### src/rtl/rqks_pkg.sv
// ---------------------------------------------------------------------------
// rqks_pkg
// Shared types and codes for the ring queue with unique key search.
// ---------------------------------------------------------------------------
`default_nettype none
package rqks_pkg;
  localparam int NCOURSE = 5;
  localparam int CRS_W   = 16;
  localparam int PAY_W   = 32;
  localparam int CNT_W   = 7;

  localparam logic [2:0] OP_ENQ = 3'd0;
  localparam logic [2:0] OP_DEQ = 3'd1;
  localparam logic [2:0] OP_LKP = 3'd2;
  localparam logic [2:0] OP_CNT = 3'd3;
  localparam logic [2:0] OP_DEL = 3'd4;

  localparam logic [2:0] ST_OK      = 3'd0;
  localparam logic [2:0] ST_FULL    = 3'd1;
  localparam logic [2:0] ST_EMPTY   = 3'd2;
  localparam logic [2:0] ST_REPEAT  = 3'd3;
  localparam logic [2:0] ST_MISSING = 3'd4;

  // controller -> datapath commands
  typedef struct packed {
    logic load;     // capture the input beat, point walker at oldest
    logic step;     // compare current entry, advance walker
    logic shift;    // delete: copy next entry into current slot, advance
    logic write;    // enqueue: write record at write slot
    logic pop;      // dequeue: advance read slot
    logic del_fix;  // delete finished: retreat write slot, drop count
    logic rd_out;   // capture record at walker into result
    logic done;     // present result
    logic [2:0] st; // status to present
  } rqks_cmd_t;

  // datapath -> controller status
  typedef struct packed {
    logic empty;
    logic full;
    logic last;     // walker is on the newest record
    logic hit;      // key at walker matches
    logic [2:0] op;
  } rqks_sts_t;
endpackage
`default_nettype wire

### src/rtl/rqks_dp.sv
// ---------------------------------------------------------------------------
// rqks_dp
// Record storage, ring pointers, walker and result registers.
// ---------------------------------------------------------------------------
`default_nettype none
module rqks_dp import rqks_pkg::*; #(
  parameter int DEPTH = 16,
  parameter int KEY_W = 16
) (
  input  wire logic             clk,
  input  wire logic             rst_n,
  input  wire logic             cfg_we,
  input  wire logic [4:0]       cfg_wdata,
  input  wire logic [2:0]       in_op,
  input  wire logic [KEY_W-1:0] in_key,
  input  wire logic [PAY_W-1:0] in_payload,
  input  wire logic [NCOURSE*CRS_W-1:0] in_courses,
  input  wire logic [CRS_W-1:0] in_search_course,
  input  rqks_cmd_t             cmd,
  output rqks_sts_t             sts,
  output logic                  out_strobe,
  output logic [2:0]            out_status,
  output logic [KEY_W-1:0]      out_found_key,
  output logic [PAY_W-1:0]      out_found_payload,
  output logic [NCOURSE*CRS_W-1:0] out_found_courses,
  output logic [CNT_W-1:0]      out_match_count,
  output logic [4:0]            out_occupancy
);
  localparam int AW = (DEPTH > 1) ? $clog2(DEPTH) : 1;
  localparam int HW = $clog2(DEPTH + 1);
  localparam int RW = KEY_W + PAY_W + NCOURSE*CRS_W;

  // record memory, one word per slot
  logic [RW-1:0] mem [DEPTH];

  logic [4:0]       cap_r;
  logic [AW-1:0]    wr_r, rd_r, wk_r;
  logic [HW-1:0]    held_r, pos_r;
  logic [2:0]       op_r;
  logic [KEY_W-1:0] key_r;
  logic [PAY_W-1:0] pay_r;
  logic [NCOURSE*CRS_W-1:0] crs_r;
  logic [CRS_W-1:0] srch_r;
  logic [CNT_W-1:0] cnt_r;
  logic [RW-1:0]    rdat_r;

  // effective capacity, clipped to 1..DEPTH
  logic [HW-1:0] ecap;
  always_comb begin
    if (cap_r == 5'd0) ecap = HW'(1);
    else if (32'(cap_r) > DEPTH) ecap = HW'(DEPTH);
    else ecap = HW'(cap_r);
  end

  function automatic logic [AW-1:0] nxt(input logic [AW-1:0] s, input logic [HW-1:0] c);
    logic [HW:0] n;
    n = (HW+1)'(s) + 1'b1;
    return (n >= (HW+1)'(c)) ? '0 : AW'(n);
  endfunction

  logic [AW-1:0] wk_n;
  assign wk_n = nxt(wk_r, ecap);

  // tag matches in the entry at the walker
  logic [3:0] tag_hits;
  always_comb begin
    tag_hits = '0;
    for (int c = 0; c < NCOURSE; c++)
      if (mem[wk_r][c*CRS_W +: CRS_W] == srch_r) tag_hits = tag_hits + 4'd1;
  end

  assign sts.empty = (held_r == '0);
  assign sts.full  = (held_r >= ecap);
  assign sts.last  = (pos_r + 1'b1 >= held_r);
  assign sts.hit   = (mem[wk_r][RW-1 -: KEY_W] == key_r);
  assign sts.op    = op_r;

  // memory write: enqueue or delete shift
  always_ff @(posedge clk) begin
    if (cmd.write) begin
      mem[(HW'(wr_r) >= ecap) ? '0 : wr_r] <= {key_r, pay_r, crs_r};
    end else if (cmd.shift) begin
      mem[wk_r] <= mem[wk_n];
    end
    rdat_r <= mem[wk_r];
  end

  // pointers and walker
  always_ff @(posedge clk) begin
    if (!rst_n || cfg_we) begin
      wr_r <= '0; rd_r <= '0; held_r <= '0; wk_r <= '0; pos_r <= '0;
      cnt_r <= '0; op_r <= OP_ENQ;
    end else begin
      if (cmd.load) begin
        op_r <= in_op; key_r <= in_key; pay_r <= in_payload;
        crs_r <= in_courses; srch_r <= in_search_course;
        wk_r <= rd_r; pos_r <= '0; cnt_r <= '0;
      end
      if (cmd.step || cmd.shift) begin
        wk_r <= wk_n; pos_r <= pos_r + 1'b1;
        if (cmd.step && op_r == OP_CNT) begin
          if (cnt_r + CNT_W'(tag_hits) < cnt_r || (cnt_r + CNT_W'(tag_hits) > 7'd127))
            cnt_r <= 7'd127;
          else cnt_r <= cnt_r + CNT_W'(tag_hits);
        end
      end
      if (cmd.write) begin
        wr_r <= nxt((HW'(wr_r) >= ecap) ? '0 : wr_r, ecap);
        held_r <= held_r + 1'b1;
      end
      if (cmd.pop) begin
        rd_r <= nxt(rd_r, ecap); held_r <= held_r - 1'b1;
      end
      if (cmd.del_fix) begin
        wr_r <= (wr_r == '0) ? AW'(ecap - 1'b1) : wr_r - 1'b1;
        held_r <= held_r - 1'b1;
      end
    end
  end

  always_ff @(posedge clk) begin
    if (!rst_n) cap_r <= 5'd16;
    else if (cfg_we) cap_r <= cfg_wdata;
  end

  // result register; a dequeue reports the count after its pop
  always_ff @(posedge clk) begin
    if (!rst_n) out_strobe <= 1'b0;
    else out_strobe <= cmd.done;
    if (cmd.done) begin
      out_status <= cmd.st;
      {out_found_key, out_found_payload, out_found_courses} <=
        cmd.rd_out ? rdat_r : '0;
      out_match_count <= (op_r == OP_CNT) ? cnt_r : '0;
      out_occupancy <= cmd.pop ? 5'(held_r - 1'b1) : 5'(held_r);
    end
  end
endmodule
`default_nettype wire

### src/rtl/rqks_ctrl.sv
// ---------------------------------------------------------------------------
// rqks_ctrl
// Sequencer: walks the ring for search, count, delete and the enqueue key check.
// ---------------------------------------------------------------------------
`default_nettype none
module rqks_ctrl import rqks_pkg::*; (
  input  wire logic clk,
  input  wire logic rst_n,
  input  wire logic start,
  output logic      busy,
  input  rqks_sts_t sts,
  output rqks_cmd_t cmd
);
  localparam logic [2:0] S_IDLE = 3'd0;
  localparam logic [2:0] S_DEC  = 3'd1;
  localparam logic [2:0] S_SRCH = 3'd2;
  localparam logic [2:0] S_CNT  = 3'd3;
  localparam logic [2:0] S_SHFT = 3'd4;
  localparam logic [2:0] S_RD   = 3'd5;
  localparam logic [2:0] S_FIN  = 3'd6;

  logic [2:0] state_r, state_nxt;
  logic [2:0] st_r, st_nxt;

  assign busy = (state_r != S_IDLE);

  always_comb begin
    cmd = '0;
    state_nxt = state_r;
    st_nxt = st_r;
    unique case (state_r)
      S_IDLE: if (start) begin cmd.load = 1'b1; state_nxt = S_DEC; end
      S_DEC: begin
        st_nxt = ST_OK;
        priority if (sts.op == OP_ENQ) begin
          if (sts.full) begin st_nxt = ST_FULL; state_nxt = S_FIN; end
          else if (sts.empty) begin cmd.write = 1'b1; state_nxt = S_FIN; end
          else state_nxt = S_SRCH;
        end else if (sts.op > OP_DEL) begin
          state_nxt = S_FIN;
        end else if (sts.empty) begin
          st_nxt = ST_EMPTY; state_nxt = S_FIN;
        end else if (sts.op == OP_DEQ) begin
          state_nxt = S_RD;
        end else if (sts.op == OP_CNT) begin
          state_nxt = S_CNT;
        end else begin
          state_nxt = S_SRCH;
        end
      end
      // key search over held records
      S_SRCH: begin
        priority if (sts.hit) begin
          priority if (sts.op == OP_ENQ) begin
            st_nxt = ST_REPEAT; state_nxt = S_FIN;
          end else if (sts.op == OP_LKP) begin
            state_nxt = S_RD;
          end else begin
            state_nxt = S_SHFT;
          end
        end else if (sts.last) begin
          if (sts.op == OP_ENQ) cmd.write = 1'b1;
          else st_nxt = ST_MISSING;
          state_nxt = S_FIN;
        end else cmd.step = 1'b1;
      end
      S_CNT: begin
        cmd.step = 1'b1;
        if (sts.last) state_nxt = S_FIN;
      end
      // close the gap one entry per cycle
      S_SHFT: begin
        if (sts.last) begin cmd.del_fix = 1'b1; state_nxt = S_FIN; end
        else cmd.shift = 1'b1;
      end
      // read data register already holds the record at the walker
      S_RD: begin
        if (sts.op == OP_DEQ) cmd.pop = 1'b1;
        state_nxt = S_IDLE;
        cmd.done = 1'b1; cmd.rd_out = 1'b1; cmd.st = ST_OK;
      end
      S_FIN: begin
        cmd.done = 1'b1;
        cmd.st = st_r;
        state_nxt = S_IDLE;
      end
      default: state_nxt = S_IDLE;
    endcase
  end

  // state and pending status
  always_ff @(posedge clk) begin
    if (!rst_n) begin
      state_r <= S_IDLE; st_r <= ST_OK;
    end else begin
      state_r <= state_nxt; st_r <= st_nxt;
    end
  end
endmodule
`default_nettype wire

### src/rtl/ring_queue_unique_key_search.sv
// ---------------------------------------------------------------------------
// ring_queue_unique_key_search
// Circular record queue with unique keys, lookup, tag count and delete.
// ---------------------------------------------------------------------------
// channel   | handshake           | fields
// input     | start / busy        | in_op, in_key, in_payload, in_course_*, ...
// result    | out_strobe (1 cyc)  | out_status, out_found_*, out_match_count, ...
// config    | cfg_we              | cfg_wdata (capacity)
//
// Dequeue, enqueue into empty, full, empty answers and unknown ops skip the walk;
// search, count and enqueue walk up to all held records; delete walks, then shifts.
// Beat time is set by the single-entry walk over the record memory.
// Reset is synchronous and empties the queue; capacity returns to 16.
// Results cannot be stalled; busy stays high until the result strobe.
`default_nettype none
module ring_queue_unique_key_search import rqks_pkg::*; #(
  parameter int DEPTH = 16,
  parameter int KEY_W = 16
) (
  input  wire logic        clk,
  input  wire logic        rst_n,
  input  wire logic        cfg_we,
  input  wire logic [4:0]  cfg_wdata,
  input  wire logic        start,
  output logic             busy,
  input  wire logic [2:0]  in_op,
  input  wire logic [15:0] in_key,
  input  wire logic [31:0] in_payload,
  input  wire logic [15:0] in_course_0,
  input  wire logic [15:0] in_course_1,
  input  wire logic [15:0] in_course_2,
  input  wire logic [15:0] in_course_3,
  input  wire logic [15:0] in_course_4,
  input  wire logic [15:0] in_search_course,
  output logic             out_strobe,
  output logic [2:0]       out_status,
  output logic [15:0]      out_found_key,
  output logic [31:0]      out_found_payload,
  output logic [15:0]      out_found_course_0,
  output logic [15:0]      out_found_course_1,
  output logic [15:0]      out_found_course_2,
  output logic [15:0]      out_found_course_3,
  output logic [15:0]      out_found_course_4,
  output logic [6:0]       out_match_count,
  output logic [4:0]       out_occupancy
);
  rqks_cmd_t cmd;
  rqks_sts_t sts;
  logic [KEY_W-1:0] fkey;
  logic [NCOURSE*CRS_W-1:0] fcrs;
  logic [2:0] dp_status;
  logic in_op_cnt_r;

  rqks_ctrl u_ctrl (.clk, .rst_n, .start(start && !cfg_we), .busy, .sts, .cmd);

  rqks_dp #(.DEPTH(DEPTH), .KEY_W(KEY_W)) u_dp (
    .clk, .rst_n, .cfg_we, .cfg_wdata, .in_op, .in_key(KEY_W'(in_key)), .in_payload,
    .in_courses({in_course_0, in_course_1, in_course_2, in_course_3, in_course_4}),
    .in_search_course, .cmd, .sts, .out_strobe, .out_status(dp_status),
    .out_found_key(fkey), .out_found_payload, .out_found_courses(fcrs),
    .out_match_count, .out_occupancy
  );

  // count with no match reports not found
  assign out_status = (dp_status == ST_OK && in_op_cnt_r && out_match_count == '0)
                      ? ST_MISSING : dp_status;
  always_ff @(posedge clk) begin
    if (cmd.done) in_op_cnt_r <= (sts.op == OP_CNT);
  end

  assign out_found_key = 16'(fkey);
  assign {out_found_course_0, out_found_course_1, out_found_course_2,
          out_found_course_3, out_found_course_4} = fcrs;
endmodule
`default_nettype wire

### config.mk
export PLATFORM = sky130hd
export DESIGN_NAME = ring_queue_unique_key_search
export DESIGN_NICKNAME = d
export VERILOG_FILES = /design/src/rtl/rqks_pkg.sv /design/src/rtl/rqks_dp.sv /design/src/rtl/rqks_ctrl.sv /design/src/rtl/ring_queue_unique_key_search.sv
export SDC_FILE = /design/constraint.sdc
export NUM_CORES = 2
export LEC_CHECK = 0
export BUFFER_PORTS_ARGS = -buffer_cell sky130_fd_sc_hd__buf_2
export CAP_MARGIN = 25
export CELL_PAD_IN_SITES_DETAIL_PLACEMENT = 1
export CELL_PAD_IN_SITES_GLOBAL_PLACEMENT = 2
export CORE_MARGIN = 2
export CORE_UTILIZATION = 47
export DETAILED_ROUTE_END_ITERATION = 10
export PLACE_DENSITY_LB_ADDON = 0.15
export SYNTH_ARGS = -nofsm -noshare
export SYNTH_HDL_FRONTEND = slang
export SYNTH_HIERARCHICAL = 1
export SYNTH_SLANG_ARGS = --single-unit
### constraint.sdc
create_clock -name clk -period 17.6 [get_ports clk]
set_input_delay 1.76 -clock clk [delete_from_list [all_inputs] [get_ports clk]]
set_output_delay 1.76 -clock clk [all_outputs]
set_load 0.05 [all_outputs]
==> metrics.txt <==
std cell rows=181; I/O pin count=301; CTS buffer count=295; Post-CTS Setup Bufs=0; layout cells sized above 1=0.222; Vias=74700; hold depth=1; VDD IR-drop max=0.0958 mV; Area Growth Syn to Fin=13.4%; Setup-failing EPs final=0; Congestion Overflow GR=0; Worst Hold Launch=u_dp/rdat_r[86]; CTS max path bufs=4; number of global-route vias before repair=78000; core area=243000 um^2; #FFs+latches synth=2512; die width=497 um; CP max-delay cell=buf_4; PwrDens=116 nW/um^2; DRC=0; worst hold path class=reg2reg; Final Skew=0.0567 ns; IO Port Bufs=300; TNS Setup=0 ns; total routed wirelength=400000 um; Post-DP Area=120000 um^2; Required @ worst endpoint=18.39 ns; initial antenna violation count=22; # H-tree levels=5; Die Y=497 um; unrepaired setup endpoints after global routing=false; Syn Nets=7668; EDFF count, synth=2336; Cell Area, Synth=114000 um^2; r2r worst-path depth=28; Vias/cell=6.67; Worst-Margin Slew=1.17 ns; minimum clock period=10.41 ns; critical path arrival=11.20 ns; Period Utilization, post-route=0.591; sequential area share after synthesis=0.644; clock slew at reported path FFs=0.06 ns; initial DRC count=8249; CP Max Fanout=125; CP Capture Type=register; Avg Cell Area, Syn=15.3 um^2; LEAKAGE=41.9 nW; Main synth FF type=edfxtp_1; DIE AREA=247000 um^2; top-count cell post-synth=edfxtp_1; Initial Util=0.471; Critical Path Start Type=register; first-pass GRT wire length=572000 um; nets@finish=7979; worst hold margin=0.488 ns; hold-fix buffers at CTS=0; CTS Root Cell=clkbuf_16; Finished Cell Area=130000 um^2; synth warn=6; CTS tree=done; Final Hold Viols=0; GP Congestion=0.835; Cells after Synth=7459; Post-DP HPWL=223000 um; Yosys top cell by area=edfxtp_1; R2R setup slack=7.19 ns; critical path class=reg2reg; largest net degree at the start of global routing=126; wire per inst=35.7 um; fmax=96.1 MHz; slowest stage delay, CP=0.88 ns; ranking of synthesized cells by area=edfxtp_1 (61%), mux4_2 (14%), mux2i_1 (3.2%); Worst Hold End=u_dp/out_found_payload[6]; Post-synth top cells=edfxtp_1 (2336), nand2_1 (861), mux4_2 (695), clkbuf_1 (428), mux2i_1 (369); fin. max-slew vios=0; Detail Route Antenna Nets=0; Overall Global Routing Usage=0.319; Pre-antenna DRT Iters=5; normalized max-slew margin=0.216; reg-to-reg endpoint=u_dp/cnt_r[6]; status=finished, final reports clean; Max Cap Violations=0; CTS Sinks=2512; share of the synthesized area in the top cell type=0.613; Post-synth ARST share=0; clock latency on the worst-skew pair=0.94 ns; Netlist cell types=79; post-CTS sizing=0
-- metal layers --
metal | part of all wire | wire length, um | track usage | vias up
met5 | 0.00014 | 56 | 0 | -
met4 | 0.041 | 16500 | 0.127 | 8
met3 | 0.077 | 30700 | 0.0506 | 901
met2 | 0.48 | 194000 | 0.525 | 3747
met1 | 0.40 | 159000 | 0.427 | 39800
li1 | - | - | - | 30300
-- logic make-up after synthesis --
group,synth area share
buf+inv,0.0231
simple gates,0.0791
compound gates,0.0677
fa+ha+maj,0.00586
xor+xnor,0.00981
flops,0.644
mux,0.171
-- registers in the layout, summed over array words and instances, names as in the netlist, 16 cells and up, named ones only --
| name | flops |
|---|---|
| u_dp/mem | 2048 |
| u_dp/rdat_r | 128 |
| u_dp/crs_r | 80 |
| u_dp/out_found_courses | 80 |
| u_dp/out_found_payload | 32 |
| u_dp/pay_r | 32 |
| u_dp/key_r | 16 |
| u_dp/out_found_key | 16 |
| u_dp/srch_r | 16 |
-- worst max-delay path, delay by kind of cell, from the launching register on --
kind                       cells  cell delay (ns)
adders and majority gates      4             1.23
DFF                            1             0.75
buffers and inverters          7             3.37
muxes                          2             1.04
AOI/OAI and AO/OA              6             1.49
xor gates and xnor gates       4             1.36
and+or+nand+nor                5             0.66
-- stage by stage --
step	utilization	setup slack (ns)	std cells	total power, mW
2_1_floorplan	-	3.48	7459	8.33
3_3_place_gp	0.495	6.82	10700	9.10
3_5_place_dp	0.495	6.68	10700	9.15
4_1_cts	0.534	6.61	11200	15.1
5_1_grt	0.534	6.81	11200	15.4
6_report	0.534	7.19	11200	15.1
-- worst max path at each step --
stage / endpoint / slack, ns / cells past startpoint
2_1_floorplan: u_dp/mem[12][0] / 3.48 / 20
4_1_cts: u_dp/mem[15][67] / 6.61 / 21
3_5_place_dp: u_dp/mem[15][66] / 6.68 / 21
3_3_place_gp: u_dp/mem[15][66] / 6.82 / 21
5_1_grt: u_dp/cnt_r[6] / 6.81 / 29
6_report: u_dp/cnt_r[6] / 7.19 / 28
-- report_power, final --
| group | internal, mW | switching (mW) | total [mW] | leakage (nW) |
|---|---|---|---|---|
| Sequential | 6.91 | 0.213 | 7.12 | 22.7 |
| Clock | 3.57 | 2.42 | 6.00 | 4.55 |
| Combinational | 0.676 | 1.26 | 1.93 | 14.7 |
| Total | 11.2 | 3.89 | 15.1 | 41.9 |
-- layout by cell type (no fill, tap or decap), drive strengths merged, types with 7 or more instances in the layout --
cell type	synthesis	layout
a211oi	279	279
a21o	18	18
a21oi	317	317
a221oi	141	141
a22oi	28	28
a311oi	128	128
a31oi	16	16
and2	143	143
and3	151	151
buf	156	598
bufinv	0	22
clkbuf	428	403
clkinv	2	75
clkinvlp	0	10
dfxtp	176	176
diode	0	14
edfxtp	2336	2336
ha	52	52
inv	42	47
mux2	16	16
mux2i	369	369
mux4	695	695
nand2	861	861
nand2b	142	142
nand3	159	159
nand4	16	16
nor2	204	204
nor2b	33	33
nor3	148	148
nor4	21	21
o211ai	10	10
o21ai	161	161
o22ai	7	7
xnor2	90	90
xor2	33	33
-- cell type report --
type	count	area, um^2
fill	22700	113000
sequential	2512	73700
multi-input combinational	4319	38300
clock buffer	403	8200
timing repair buffer	598	4160
tap	3202	4010
clock inverter	110	1140
inverter	44	190
antenna	14	35.0
No activity file was read; power rests on OpenSTA's default activity.
